[src/rtl/mstt_pkg.sv]
package mstt_pkg;

	// Bank geometry
	localparam int SLOTS      = 8;
	localparam int COUNT_BITS = 16;

	// Fixed field widths of the ports
	localparam int OP_W    = 2;
	localparam int TAG_W   = 16;
	localparam int DLY_W   = 16;
	localparam int KIND_W  = 2;
	localparam int SLOT_W  = 3;

	localparam int IDX_W = (SLOTS > 1) ? $clog2(SLOTS) : 1;
	localparam int CMP_W = (COUNT_BITS > DLY_W) ? COUNT_BITS : DLY_W;

	// All ones marks a free slot
	localparam logic [COUNT_BITS-1:0] FREE_MARK = {COUNT_BITS{1'b1}};

	typedef enum logic [OP_W-1:0] {
		OP_TICK = 2'd0,
		OP_ADD  = 2'd1,
		OP_SERV = 2'd2
	} op_t;

	typedef enum logic [KIND_W-1:0] {
		KIND_ADD   = 2'd0,
		KIND_FIRED = 2'd1,
		KIND_NONE  = 2'd2
	} kind_t;

	typedef enum logic [1:0] {
		ST_IDLE,
		ST_TICK,
		ST_ADD,
		ST_SERV
	} state_t;

	// controller -> datapath
	typedef struct packed {
		logic  load;
		logic  idx_inc;
		logic  tick_upd;
		logic  add_wr;
		logic  serv_free;
		logic  emit;
		kind_t emit_kind;
		logic  emit_acc;
		logic  emit_last;
	} cmd_t;

	// datapath -> controller
	typedef struct packed {
		logic cur_free;
		logic cur_due;
		logic due_above;
		logic idx_last;
		logic out_free;
	} sts_t;

	// Slot index reported modulo the slot field
	function automatic logic [SLOT_W-1:0] slot_field(input logic [IDX_W-1:0] idx);
		logic [31:0] wide;
		wide = 32'(idx);
		return wide[SLOT_W-1:0];
	endfunction

endpackage

[src/rtl/mstt_ctrl.sv]
module mstt_ctrl (
	input  logic                     clk,
	input  logic                     arst_n,
	input  logic                     in_valid,
	input  logic [mstt_pkg::OP_W-1:0] op,
	output logic                     in_ready,
	input  mstt_pkg::sts_t           sts,
	output mstt_pkg::cmd_t           cmd
);
	import mstt_pkg::*;

	state_t state_q;
	state_t state_d;

	always_ff @(posedge clk or negedge arst_n) begin
		if (!arst_n) begin
			state_q <= ST_IDLE;
		end else begin
			state_q <= state_d;
		end
	end

	// Next state
	always_comb begin
		state_d = state_q;
		case (state_q)
			ST_IDLE: begin
				if (in_valid) begin
					case (op_t'(op))
						OP_TICK: state_d = ST_TICK;
						OP_ADD:  state_d = ST_ADD;
						OP_SERV: state_d = ST_SERV;
						default: state_d = ST_IDLE;
					endcase
				end
			end
			ST_TICK: begin
				if (sts.idx_last) state_d = ST_IDLE;
			end
			ST_ADD: begin
				if ((sts.cur_free || sts.idx_last) && sts.out_free) state_d = ST_IDLE;
			end
			ST_SERV: begin
				if (sts.cur_due) begin
					if (sts.out_free && !sts.due_above) state_d = ST_IDLE;
				end else if (sts.idx_last && sts.out_free) begin
					state_d = ST_IDLE;
				end
			end
			default: state_d = ST_IDLE;
		endcase
	end

	// Outputs
	always_comb begin
		in_ready      = 1'b0;
		cmd           = '0;
		cmd.emit_kind = KIND_ADD;
		case (state_q)
			ST_IDLE: begin
				in_ready = 1'b1;
				cmd.load = in_valid;
			end
			ST_TICK: begin
				cmd.tick_upd = 1'b1;
				cmd.idx_inc  = !sts.idx_last;
			end
			ST_ADD: begin
				if (sts.cur_free) begin
					if (sts.out_free) begin
						cmd.add_wr    = 1'b1;
						cmd.emit      = 1'b1;
						cmd.emit_kind = KIND_ADD;
						cmd.emit_acc  = 1'b1;
						cmd.emit_last = 1'b1;
					end
				end else if (sts.idx_last) begin
					if (sts.out_free) begin
						cmd.emit      = 1'b1;
						cmd.emit_kind = KIND_ADD;
						cmd.emit_last = 1'b1;
					end
				end else begin
					cmd.idx_inc = 1'b1;
				end
			end
			ST_SERV: begin
				if (sts.cur_due) begin
					if (sts.out_free) begin
						cmd.serv_free = 1'b1;
						cmd.emit      = 1'b1;
						cmd.emit_kind = KIND_FIRED;
						cmd.emit_last = !sts.due_above;
						cmd.idx_inc   = sts.due_above;
					end
				end else if (sts.idx_last) begin
					if (sts.out_free) begin
						cmd.emit      = 1'b1;
						cmd.emit_kind = KIND_NONE;
						cmd.emit_last = 1'b1;
					end
				end else begin
					cmd.idx_inc = 1'b1;
				end
			end
			default: begin
				in_ready = 1'b0;
			end
		endcase
	end

endmodule

[src/rtl/mstt_dp.sv]
module mstt_dp (
	input  logic                         clk,
	input  logic                         arst_n,
	input  mstt_pkg::cmd_t               cmd,
	output mstt_pkg::sts_t               sts,
	input  logic [mstt_pkg::TAG_W-1:0]   task_tag,
	input  logic [mstt_pkg::DLY_W-1:0]   delay_ticks,
	output logic                         out_valid,
	input  logic                         out_ready,
	output logic [mstt_pkg::KIND_W-1:0]  kind,
	output logic                         accepted,
	output logic [mstt_pkg::SLOT_W-1:0]  slot,
	output logic [mstt_pkg::TAG_W-1:0]   fired_tag,
	output logic                         last
);
	import mstt_pkg::*;

	logic [COUNT_BITS-1:0] count_q [SLOTS];
	logic [TAG_W-1:0]      tag_q   [SLOTS];
	logic [SLOTS-1:0]      due_q;

	logic [IDX_W-1:0]      idx_q;
	logic [TAG_W-1:0]      new_tag_q;
	logic [COUNT_BITS-1:0] new_dly_q;

	logic                  out_valid_q;
	logic [KIND_W-1:0]     kind_q;
	logic                  accepted_q;
	logic [SLOT_W-1:0]     slot_q;
	logic [TAG_W-1:0]      fired_tag_q;
	logic                  last_q;

	logic [COUNT_BITS-1:0] cur_cnt;
	logic [CMP_W-1:0]      dly_wide;
	logic [COUNT_BITS-1:0] dly_sat;
	logic [SLOTS-1:0]      due_hi;

	assign cur_cnt  = count_q[idx_q];
	assign dly_wide = CMP_W'(delay_ticks);
	assign dly_sat  = (dly_wide >= CMP_W'(FREE_MARK)) ? (FREE_MARK - 1'b1)
	                                                  : COUNT_BITS'(dly_wide);

	always_comb begin
		for (int j = 0; j < SLOTS; j++) begin
			due_hi[j] = due_q[j] && (j > int'(idx_q));
		end
	end

	assign sts.cur_free  = (cur_cnt == FREE_MARK);
	assign sts.cur_due   = due_q[idx_q];
	assign sts.due_above = |due_hi;
	assign sts.idx_last  = (idx_q == IDX_W'(SLOTS - 1));
	assign sts.out_free  = !out_valid_q || out_ready;

	// Item latch and slot walker
	always_ff @(posedge clk or negedge arst_n) begin
		if (!arst_n) begin
			idx_q <= '0;
		end else if (cmd.load) begin
			idx_q <= '0;
		end else if (cmd.idx_inc) begin
			idx_q <= idx_q + 1'b1;
		end
	end

	always_ff @(posedge clk) begin
		if (cmd.load) begin
			new_tag_q <= task_tag;
			new_dly_q <= dly_sat;
		end
	end

	// Slot bank
	always_ff @(posedge clk or negedge arst_n) begin
		if (!arst_n) begin
			for (int i = 0; i < SLOTS; i++) begin
				count_q[i] <= FREE_MARK;
			end
			due_q <= '0;
		end else begin
			if (cmd.tick_upd && cur_cnt != FREE_MARK) begin
				if (cur_cnt == '0) begin
					due_q[idx_q] <= 1'b1;
				end else begin
					count_q[idx_q] <= cur_cnt - 1'b1;
				end
			end
			if (cmd.add_wr) begin
				count_q[idx_q] <= new_dly_q;
			end
			if (cmd.serv_free) begin
				count_q[idx_q] <= FREE_MARK;
				due_q[idx_q]   <= 1'b0;
			end
		end
	end

	always_ff @(posedge clk) begin
		if (cmd.add_wr) begin
			tag_q[idx_q] <= new_tag_q;
		end
	end

	// Result register
	always_ff @(posedge clk or negedge arst_n) begin
		if (!arst_n) begin
			out_valid_q <= 1'b0;
		end else if (cmd.emit) begin
			out_valid_q <= 1'b1;
		end else if (out_ready) begin
			out_valid_q <= 1'b0;
		end
	end

	always_ff @(posedge clk) begin
		if (cmd.emit) begin
			kind_q      <= cmd.emit_kind;
			accepted_q  <= cmd.emit_acc;
			last_q      <= cmd.emit_last;
			slot_q      <= (cmd.emit_acc || cmd.emit_kind == KIND_FIRED) ? slot_field(idx_q)
			                                                            : '0;
			fired_tag_q <= (cmd.emit_kind == KIND_FIRED) ? tag_q[idx_q] : '0;
		end
	end

	assign out_valid = out_valid_q;
	assign kind      = kind_q;
	assign accepted  = accepted_q;
	assign slot      = slot_q;
	assign fired_tag = fired_tag_q;
	assign last      = last_q;

endmodule

[src/rtl/multi_slot_oneshot_task_timer_top.sv]
// Channel | Handshake           | Payload
// --------+---------------------+------------------------------------------
// in      | in_valid / in_ready  | op, task_tag, delay_ticks
// out     | out_valid / out_ready| kind, accepted, slot, fired_tag, last
//
// One slot is visited per cycle unless the walker stalls on the result
// register: a tick walks all SLOTS slots, an add walks up to the lowest free
// slot (or all SLOTS), a service stops after the highest due slot. After each
// walk the sequencer is idle again and takes the next beat. Op 3 is dropped
// in idle, so the next beat can follow it on the very next cycle.
// arst_n frees every slot and clears all due flags at once.
// A result waits in the output register; the walker stalls on the next
// result only while that register is still full and out_ready is low.
module multi_slot_oneshot_task_timer_top (
	input  logic                         clk,
	input  logic                         arst_n,
	input  logic                         in_valid,
	output logic                         in_ready,
	input  logic [mstt_pkg::OP_W-1:0]    op,
	input  logic [mstt_pkg::TAG_W-1:0]   task_tag,
	input  logic [mstt_pkg::DLY_W-1:0]   delay_ticks,
	output logic                         out_valid,
	input  logic                         out_ready,
	output logic [mstt_pkg::KIND_W-1:0]  kind,
	output logic                         accepted,
	output logic [mstt_pkg::SLOT_W-1:0]  slot,
	output logic [mstt_pkg::TAG_W-1:0]   fired_tag,
	output logic                         last
);
	import mstt_pkg::*;

	// Command and status between the sequencer and the slot bank
	cmd_t cmd;
	sts_t sts;

	// Sequencer: decodes the op and steps through the slots
	mstt_ctrl u_ctrl (
		.clk      (clk),
		.arst_n   (arst_n),
		.in_valid (in_valid),
		.op       (op),
		.in_ready (in_ready),
		.sts      (sts),
		.cmd      (cmd)
	);

	// Slot bank, item latch and result register
	mstt_dp u_dp (
		.clk         (clk),
		.arst_n      (arst_n),
		.cmd         (cmd),
		.sts         (sts),
		.task_tag    (task_tag),
		.delay_ticks (delay_ticks),
		.out_valid   (out_valid),
		.out_ready   (out_ready),
		.kind        (kind),
		.accepted    (accepted),
		.slot        (slot),
		.fired_tag   (fired_tag),
		.last        (last)
	);

endmodule
[config.mk]
export PLATFORM = sky130hd
export DESIGN_NAME = multi_slot_oneshot_task_timer_top
export DESIGN_NICKNAME = d
export VERILOG_FILES = /design/src/rtl/mstt_pkg.sv /design/src/rtl/mstt_ctrl.sv /design/src/rtl/mstt_dp.sv /design/src/rtl/multi_slot_oneshot_task_timer_top.sv
export SDC_FILE = /design/constraint.sdc
export NUM_CORES = 1
export LEC_CHECK = 0
export BUFFER_PORTS_ARGS = -buffer_cell sky130_fd_sc_hd__buf_2
export CAP_MARGIN = 20
export CORE_ASPECT_RATIO = 0.5
export CORE_MARGIN = 2
export CORE_UTILIZATION = 35
export CTS_CLUSTER_SIZE = 28
export DETAILED_ROUTE_END_ITERATION = 6
export PLACE_DENSITY = 0.52
export SYNTH_ARGS = -nofsm -noshare
export SYNTH_HDL_FRONTEND = slang
export SYNTH_HIERARCHICAL = 1
export SYNTH_SLANG_ARGS = --single-unit
[constraint.sdc]
create_clock -name clk -period 5.55 [get_ports clk]
set_input_delay 0.2775 -clock clk [delete_from_list [all_inputs] [get_ports clk]]
set_output_delay 0.2775 -clock clk [all_outputs]
set_load 0.01 [all_outputs]
; Word level (Yosys, flattened, before mapping)
; Memories as Yosys holds them, arrays and structs flattened. A register that Yosys moved wholly into a read port is not among the register bits.
; Cells that the tools add are included.
[totals]
wordCells = 140
latchBits = 0
romBits = 0
ram_bits = 128
ff_bits = 181
output_inout_bits = 25
n_memories = 1
[classes]
n_mux = 61
add_sub_neg = 2
mul = 0
eq_ne = 14
reduce_logical = 27
bitwise = 5
n_shift = 0
magnitude_cmp = 12
div_mod_pow = 0
[memory_table]
columns = memory, depth, word_bits, rd, rd_clocked_by_memory_dff, write_ports, line
row1 = u_dp.tag_q, 8, 16, 1, 1, 1, mstt_dp.sv:19  ; logic [TAG_W-1:0] tag_q [SLOTS];
[ops]
columns = operator, count
row1 = 128-bit 2-to-1 mux, 4
row2 = 128-bit bitwise mux, 2
row3 = 128-bit OR, 1
row4 = 16-bit binary-select mux with 3-bit select, 1
row5 = 16-bit demux with 3-bit select, 1
row6 = 16-bit 2-to-1 mux, 3
row7 = 1-bit 2-to-1 mux, 24
row8 = 3-bit 2-to-1 mux, 8
row9 = 8-bit 2-to-1 mux, 3
row10 = "16-bit == test, second input constant", 1
row11 = "16-bit >= comparator, second input constant", 1
row12 = 16-bit zero test, 1
row13 = "16-bit inequality test, second input constant", 1
row14 = "16-bit by 1-bit subtractor with 16-bit output, second input constant", 1
row15 = 1-bit logical AND, 13
row16 = "3-bit greater-than comparator, first input constant", 4
row17 = 2-bit 2-to-1 mux, 6
row18 = 8-bit AND, 1
row19 = 8-bit inverter, 1
row20 = 8-bit OR, 1
row21 = 2-bit case mux with 4 select lines, 1
row22 = 7-bit OR reduction, 1
row23 = "2-bit by 1-bit == test with 1-bit output, second input constant", 3
row24 = "2-bit == test, second input constant", 3
row25 = 25 further kinds, 35

; Logic depth before layout (Yosys ltp)
[logic_depth]
word_depth = 12
mapped_depth = 21

; By module
; The synthesis kept the hierarchy.
[by_module_without_submodules]
columns = mod, cells_each, area_per_inst_um2, seq_area_each_um2, n_inst
row1 = mstt_dp, 1180, 15250.9, 9158.8, 1
row2 = mstt_ctrl, 43, 311.5, 50.0, 1

; Worst setup path before layout
; Ideal clock, no wire load.
[synth_timing]
kind = register to register
startpoint = register u_dp.idx_q[1]
endpoint = register u_dp.accepted_q (netlist: u_dp/accepted) (enable)
setup_time_ps = 412
required_ps = 5138
path_stages_with_launch = 15
arrival_time_ps = 3986
path_slack_ps = 1153
path_cell_list = dfrtp_1 -> buf_2 -> buf_2 -> buf_2 -> mux2i_1 -> mux4_2 -> and2_1 -> clkbuf_1 -> inv_1 -> ha_1 -> nand4_1 -> or4_1 -> inv_1 -> a21oi_1 -> a21oi_1
[synth_rtl]
columns = item, line
row1 = "start, declared", mstt_dp.sv:22  ; logic [IDX_W-1:0] idx_q;
row2 = "start signal, assigned", mstt_dp.sv:62  ; idx_q <= idx_q + 1'b1;
row3 = "end signal, assigned", mstt_dp.sv:118  ; accepted_q <= cmd.emit_acc;
row4 = "end, declared", mstt_dp.sv:28  ; logic accepted_q;

==> impl_metrics.sql <==
INSERT INTO impl_metrics (metric_group, metric, value, unit) VALUES
('run_status', 'outcome', 'finished, final reports clean', ''),
('clock_tree', 'cts_tree', 'built', ''),
('synthesis', 'yosysSeqAreaShare', '0.592', ''),
('clock_tree', 'cts_resized', '0', ''),
('finish', 'flow.area_growth_from_synthesis', '14.1', '%'),
('timing', 'maxSlewHeadroom', '0.310', ''),
('worst_setup_path', 'reg2reg_slack', '650', 'ps'),
('synthesis', 'post-synth-top-area-fraction', '0.353', ''),
('worst_setup_path', 'crit_slowest_cell', 'sky130_fd_sc_hd__dfrtp_2', ''),
('power', 'p_seq_frac', '0.405', ''),
('synthesis', 'synthesis.nets', '1270', ''),
('grt', 'number_of_global_route_vias_before_repair', '10551', ''),
('power', 'clkPwrFrac', '0.249', ''),
('floorplanning', 'initial_core_util', '0.356', ''),
('grt', 'grt.busiest_layer', 'met2', ''),
('clock_tree', 'htreeDepth', '2', ''),
('power', 'power.internal', '5990', 'uW'),
('routing', 'drc', '0', ''),
('clock_tree', 'cts.reportedPaths.clkPinSlew', '70', 'ps'),
('clock_tree', 'cts_buffers', '34', ''),
('grt', 'grt_use_met3', '0.0279', ''),
('clock_tree', 'clock-sinks', '325', ''),
('placed_design', 'io_port_bufs', '62', ''),
('min_path', 'type_of_the_tightest_min_delay_check', 'in2reg', ''),
('synthesis', 'yosysUniqueCellTypes', '67', ''),
('timing', 'period_needed', '4900', 'ps'),
('worst_setup_path', 'reg2reg_to', 'u_dp/count_q[63]', ''),
('worst_setup_path', 'timing_worst_setup_path_type', 'reg2reg', ''),
('timing', 'rsz0062_at_grt', 'false', ''),
('timing', 'finalCritPeriodShare', '0.882', ''),
('floorplanning', 'rows', '54', ''),
('timing', 'setup_violators_final', '0', ''),
('worst_setup_path', 'crit_path_cell_trace', 'mux2i_1, mux4_2, and2_1, inv_1, ha_1, nand4_1, or4_1, inv_1, nor3b_1, buf_4, nor2b_1, nand2_1, nor2_1, a21oi_1', ''),
('worst_setup_path', 'rr_startpoint', 'u_dp/idx_q[1]', ''),
('routing', 'routed_wl', '43.6', 'mm'),
('grt', 'groute.layer.met1.usage', '0.261', ''),
('finish', 'drive_above_1_share', '0.261', ''),
('routing', 'drt-pass1-iter-count', '6', ''),
('grt', 'first_pass_grt_wire_length', '66.2', 'mm'),
('worst_setup_path', 'cp_common_cell', 'sky130_fd_sc_hd__inv_1', ''),
('timing', 'whs', '77.8', 'ps'),
('floorplanning', 'dieArea', '46300', 'um^2'),
('power', 'vdd_drop_max', '218', 'uV'),
('synthesis', 'async_set_or_reset_flop_fraction_in_the_synthesized_netlist', '0.437', ''),
('placed_design', 'dpl_worst_slack', '760', 'ps'),
('synthesis', 'syn_avg_cell_area', '12.7', 'um^2'),
('clock_tree', 'cts_root_buf', 'sky130_fd_sc_hd__clkbuf_16', ''),
('timing', 'hold_violations', '0', ''),
('timing', 'finalClockSkew', '17.8', 'ps'),
('floorplanning', 'die_width', '302', 'um'),
('synthesis', 'ys_warn_count', '6', ''),
('power', 'power.density', '523', 'nW/um^2'),
('grt', 'grtUsageTotal', '0.190', ''),
('power', 'leakagePower', '0.00714', 'uW'),
('timing', 'fin_setup_tns', '0', 'ps'),
('synthesis', 'yosys-top-cells-area', 'sky130_fd_sc_hd__edfxtp_1 (35%), sky130_fd_sc_hd__dfstp_2 (22%), sky130_fd_sc_hd__mux2i_1 (9.2%)', ''),
('worst_setup_path', 'critPathMaxFanout', '27', ''),
('worst_setup_path', 'rr_worst_depth', '14', ''),
('synthesis', 'netlist_area', '15600', 'um^2'),
('min_path', 'timing.hold.worst.start', 'delay_ticks[0]', ''),
('timing', 'fmaxAchievable', '0.204', 'GHz'),
('grt', 'antenna_found_initial', '0', ''),
('synthesis', 'synth_enable_flop_cells', '183', ''),
('grt', 'use_met2', '0.305', ''),
('synthesis', 'yosys_reg_bits', '325', ''),
('clock_tree', 'post_cts_buffers', '0', ''),
('finish', 'antenna_cells', '0', ''),
('synthesis', 'most_frequent_cell_after_synthesis', 'sky130_fd_sc_hd__edfxtp_1', ''),
('routing', 'route.detailed.wl_per_inst', '23.0', 'um'),
('worst_setup_path', 'critical_path_required', '5970', 'ps'),
('timing', 'timing_max_transition_violations_final', '0', '');
area by class of cell:
type / instances / area (um^2)
clock buffers: 41 / 927
flip-flops and latches: 325 / 9210
inverters: 13 / 48.8
fillers: 4026 / 26000
repair buffers: 127 / 893
clock inverters: 20 / 204
well taps: 588 / 736
multi-input cells: 786 / 5740
per-layer routing:
layer  vias up  share of wire
li1       4631              -
met4         0          0.034
met1      5202           0.45
met2       333           0.46
met3        78          0.052
met5         -              0
repair_timing:
item	in CTS	in global routing
hold buffers	32	0
endpoints found under the hold margin	42	0
setup endpoints to repair	0	0
power groups by stage:
stage	sequential [uW]	combinational [uW]	clock [uW]
5_1_grt	3830	3490	2470
6_report	3760	3220	2310
3_5_place_dp	3800	3190	0
4_1_cts	3760	3210	2370
3_3_place_gp	3780	3150	0
2_1_floorplan	3520	2570	0
state kept, by name, summed over array words and instances (netlist names):
| name | cells |
|---|---|
| u_dp/due_q | 8 |
| u_dp/slot | 3 |
| u_dp/out_valid | 1 |
| u_dp/idx_q | 3 |
| u_dp/new_dly_q | 16 |
| u_dp/fired_tag | 16 |
| u_dp/tag_q | 128 |
| u_ctrl/state_q | 2 |
| u_dp/last | 1 |
| u_dp/accepted | 1 |
| u_dp/kind | 2 |
| u_dp/count_q | 128 |
| u_dp/new_tag_q | 16 |
worst max path at each step:
stage | start | endpoint | depth (start not counted)
finish | u_dp/idx_q[1] | u_dp/count_q[63] | 14
global route | u_dp/idx_q[1] | u_dp/count_q[101] | 14
CTS | u_dp/idx_q[1] | u_dp/count_q[110] | 14
detailed placement | u_dp/idx_q[1] | u_dp/count_q[110] | 14
global placement | u_dp/idx_q[1] | u_dp/count_q[0] | 14
floorplan | u_dp/idx_q[1] | u_dp/accepted | 14
critical path, delay by kind of cell (launching register included):
kind / cells / cell delay (ps)
AOI/OAI and AO/OA: 1 / 70
adders and majority gates: 1 / 180
buffers and inverters: 3 / 450
DFF: 1 / 840
muxes: 2 / 690
and+or+nand+nor: 7 / 2520
cells in the final DEF (no fill, tap or decap), drive strengths merged, types with 15 or more instances in the layout:
cell type      n
edfxtp       183
nor2         163
mux2i        143
a21oi        140
dfstp        128
buf           95
nand2         72
clkbuf        41
a22oi         34
dlygate4sd3   32
mux4          29
nand4         22
nand2b        19
inv           15
stage by stage:
| stage | instance area [um^2] | power [uW] | std cells | utilization |
|---|---|---|---|---|
| 6_report | 17800 | 9290 | 1900 | 0.406 |
| 5_1_grt | 17800 | 9790 | 1900 | 0.406 |
| 4_1_cts | 17800 | 9340 | 1900 | 0.406 |
| 3_5_place_dp | 16300 | 6990 | 1807 | 0.373 |
| 3_3_place_gp | 16300 | 6930 | 1807 | 0.373 |
| 2_1_floorplan | 15600 | 6100 | 1223 | - |
cells by family after synthesis:
family / Yosys count / share of synthesized area
mux: 178 / 0.140
fa+ha+maj: 9 / 0.00724
compound gates: 237 / 0.0925
flops: 325 / 0.592
simple gates: 347 / 0.114
buf+inv: 112 / 0.0400
xor+xnor: 15 / 0.0147
Note: power is estimated with default switching activity, not from simulation.
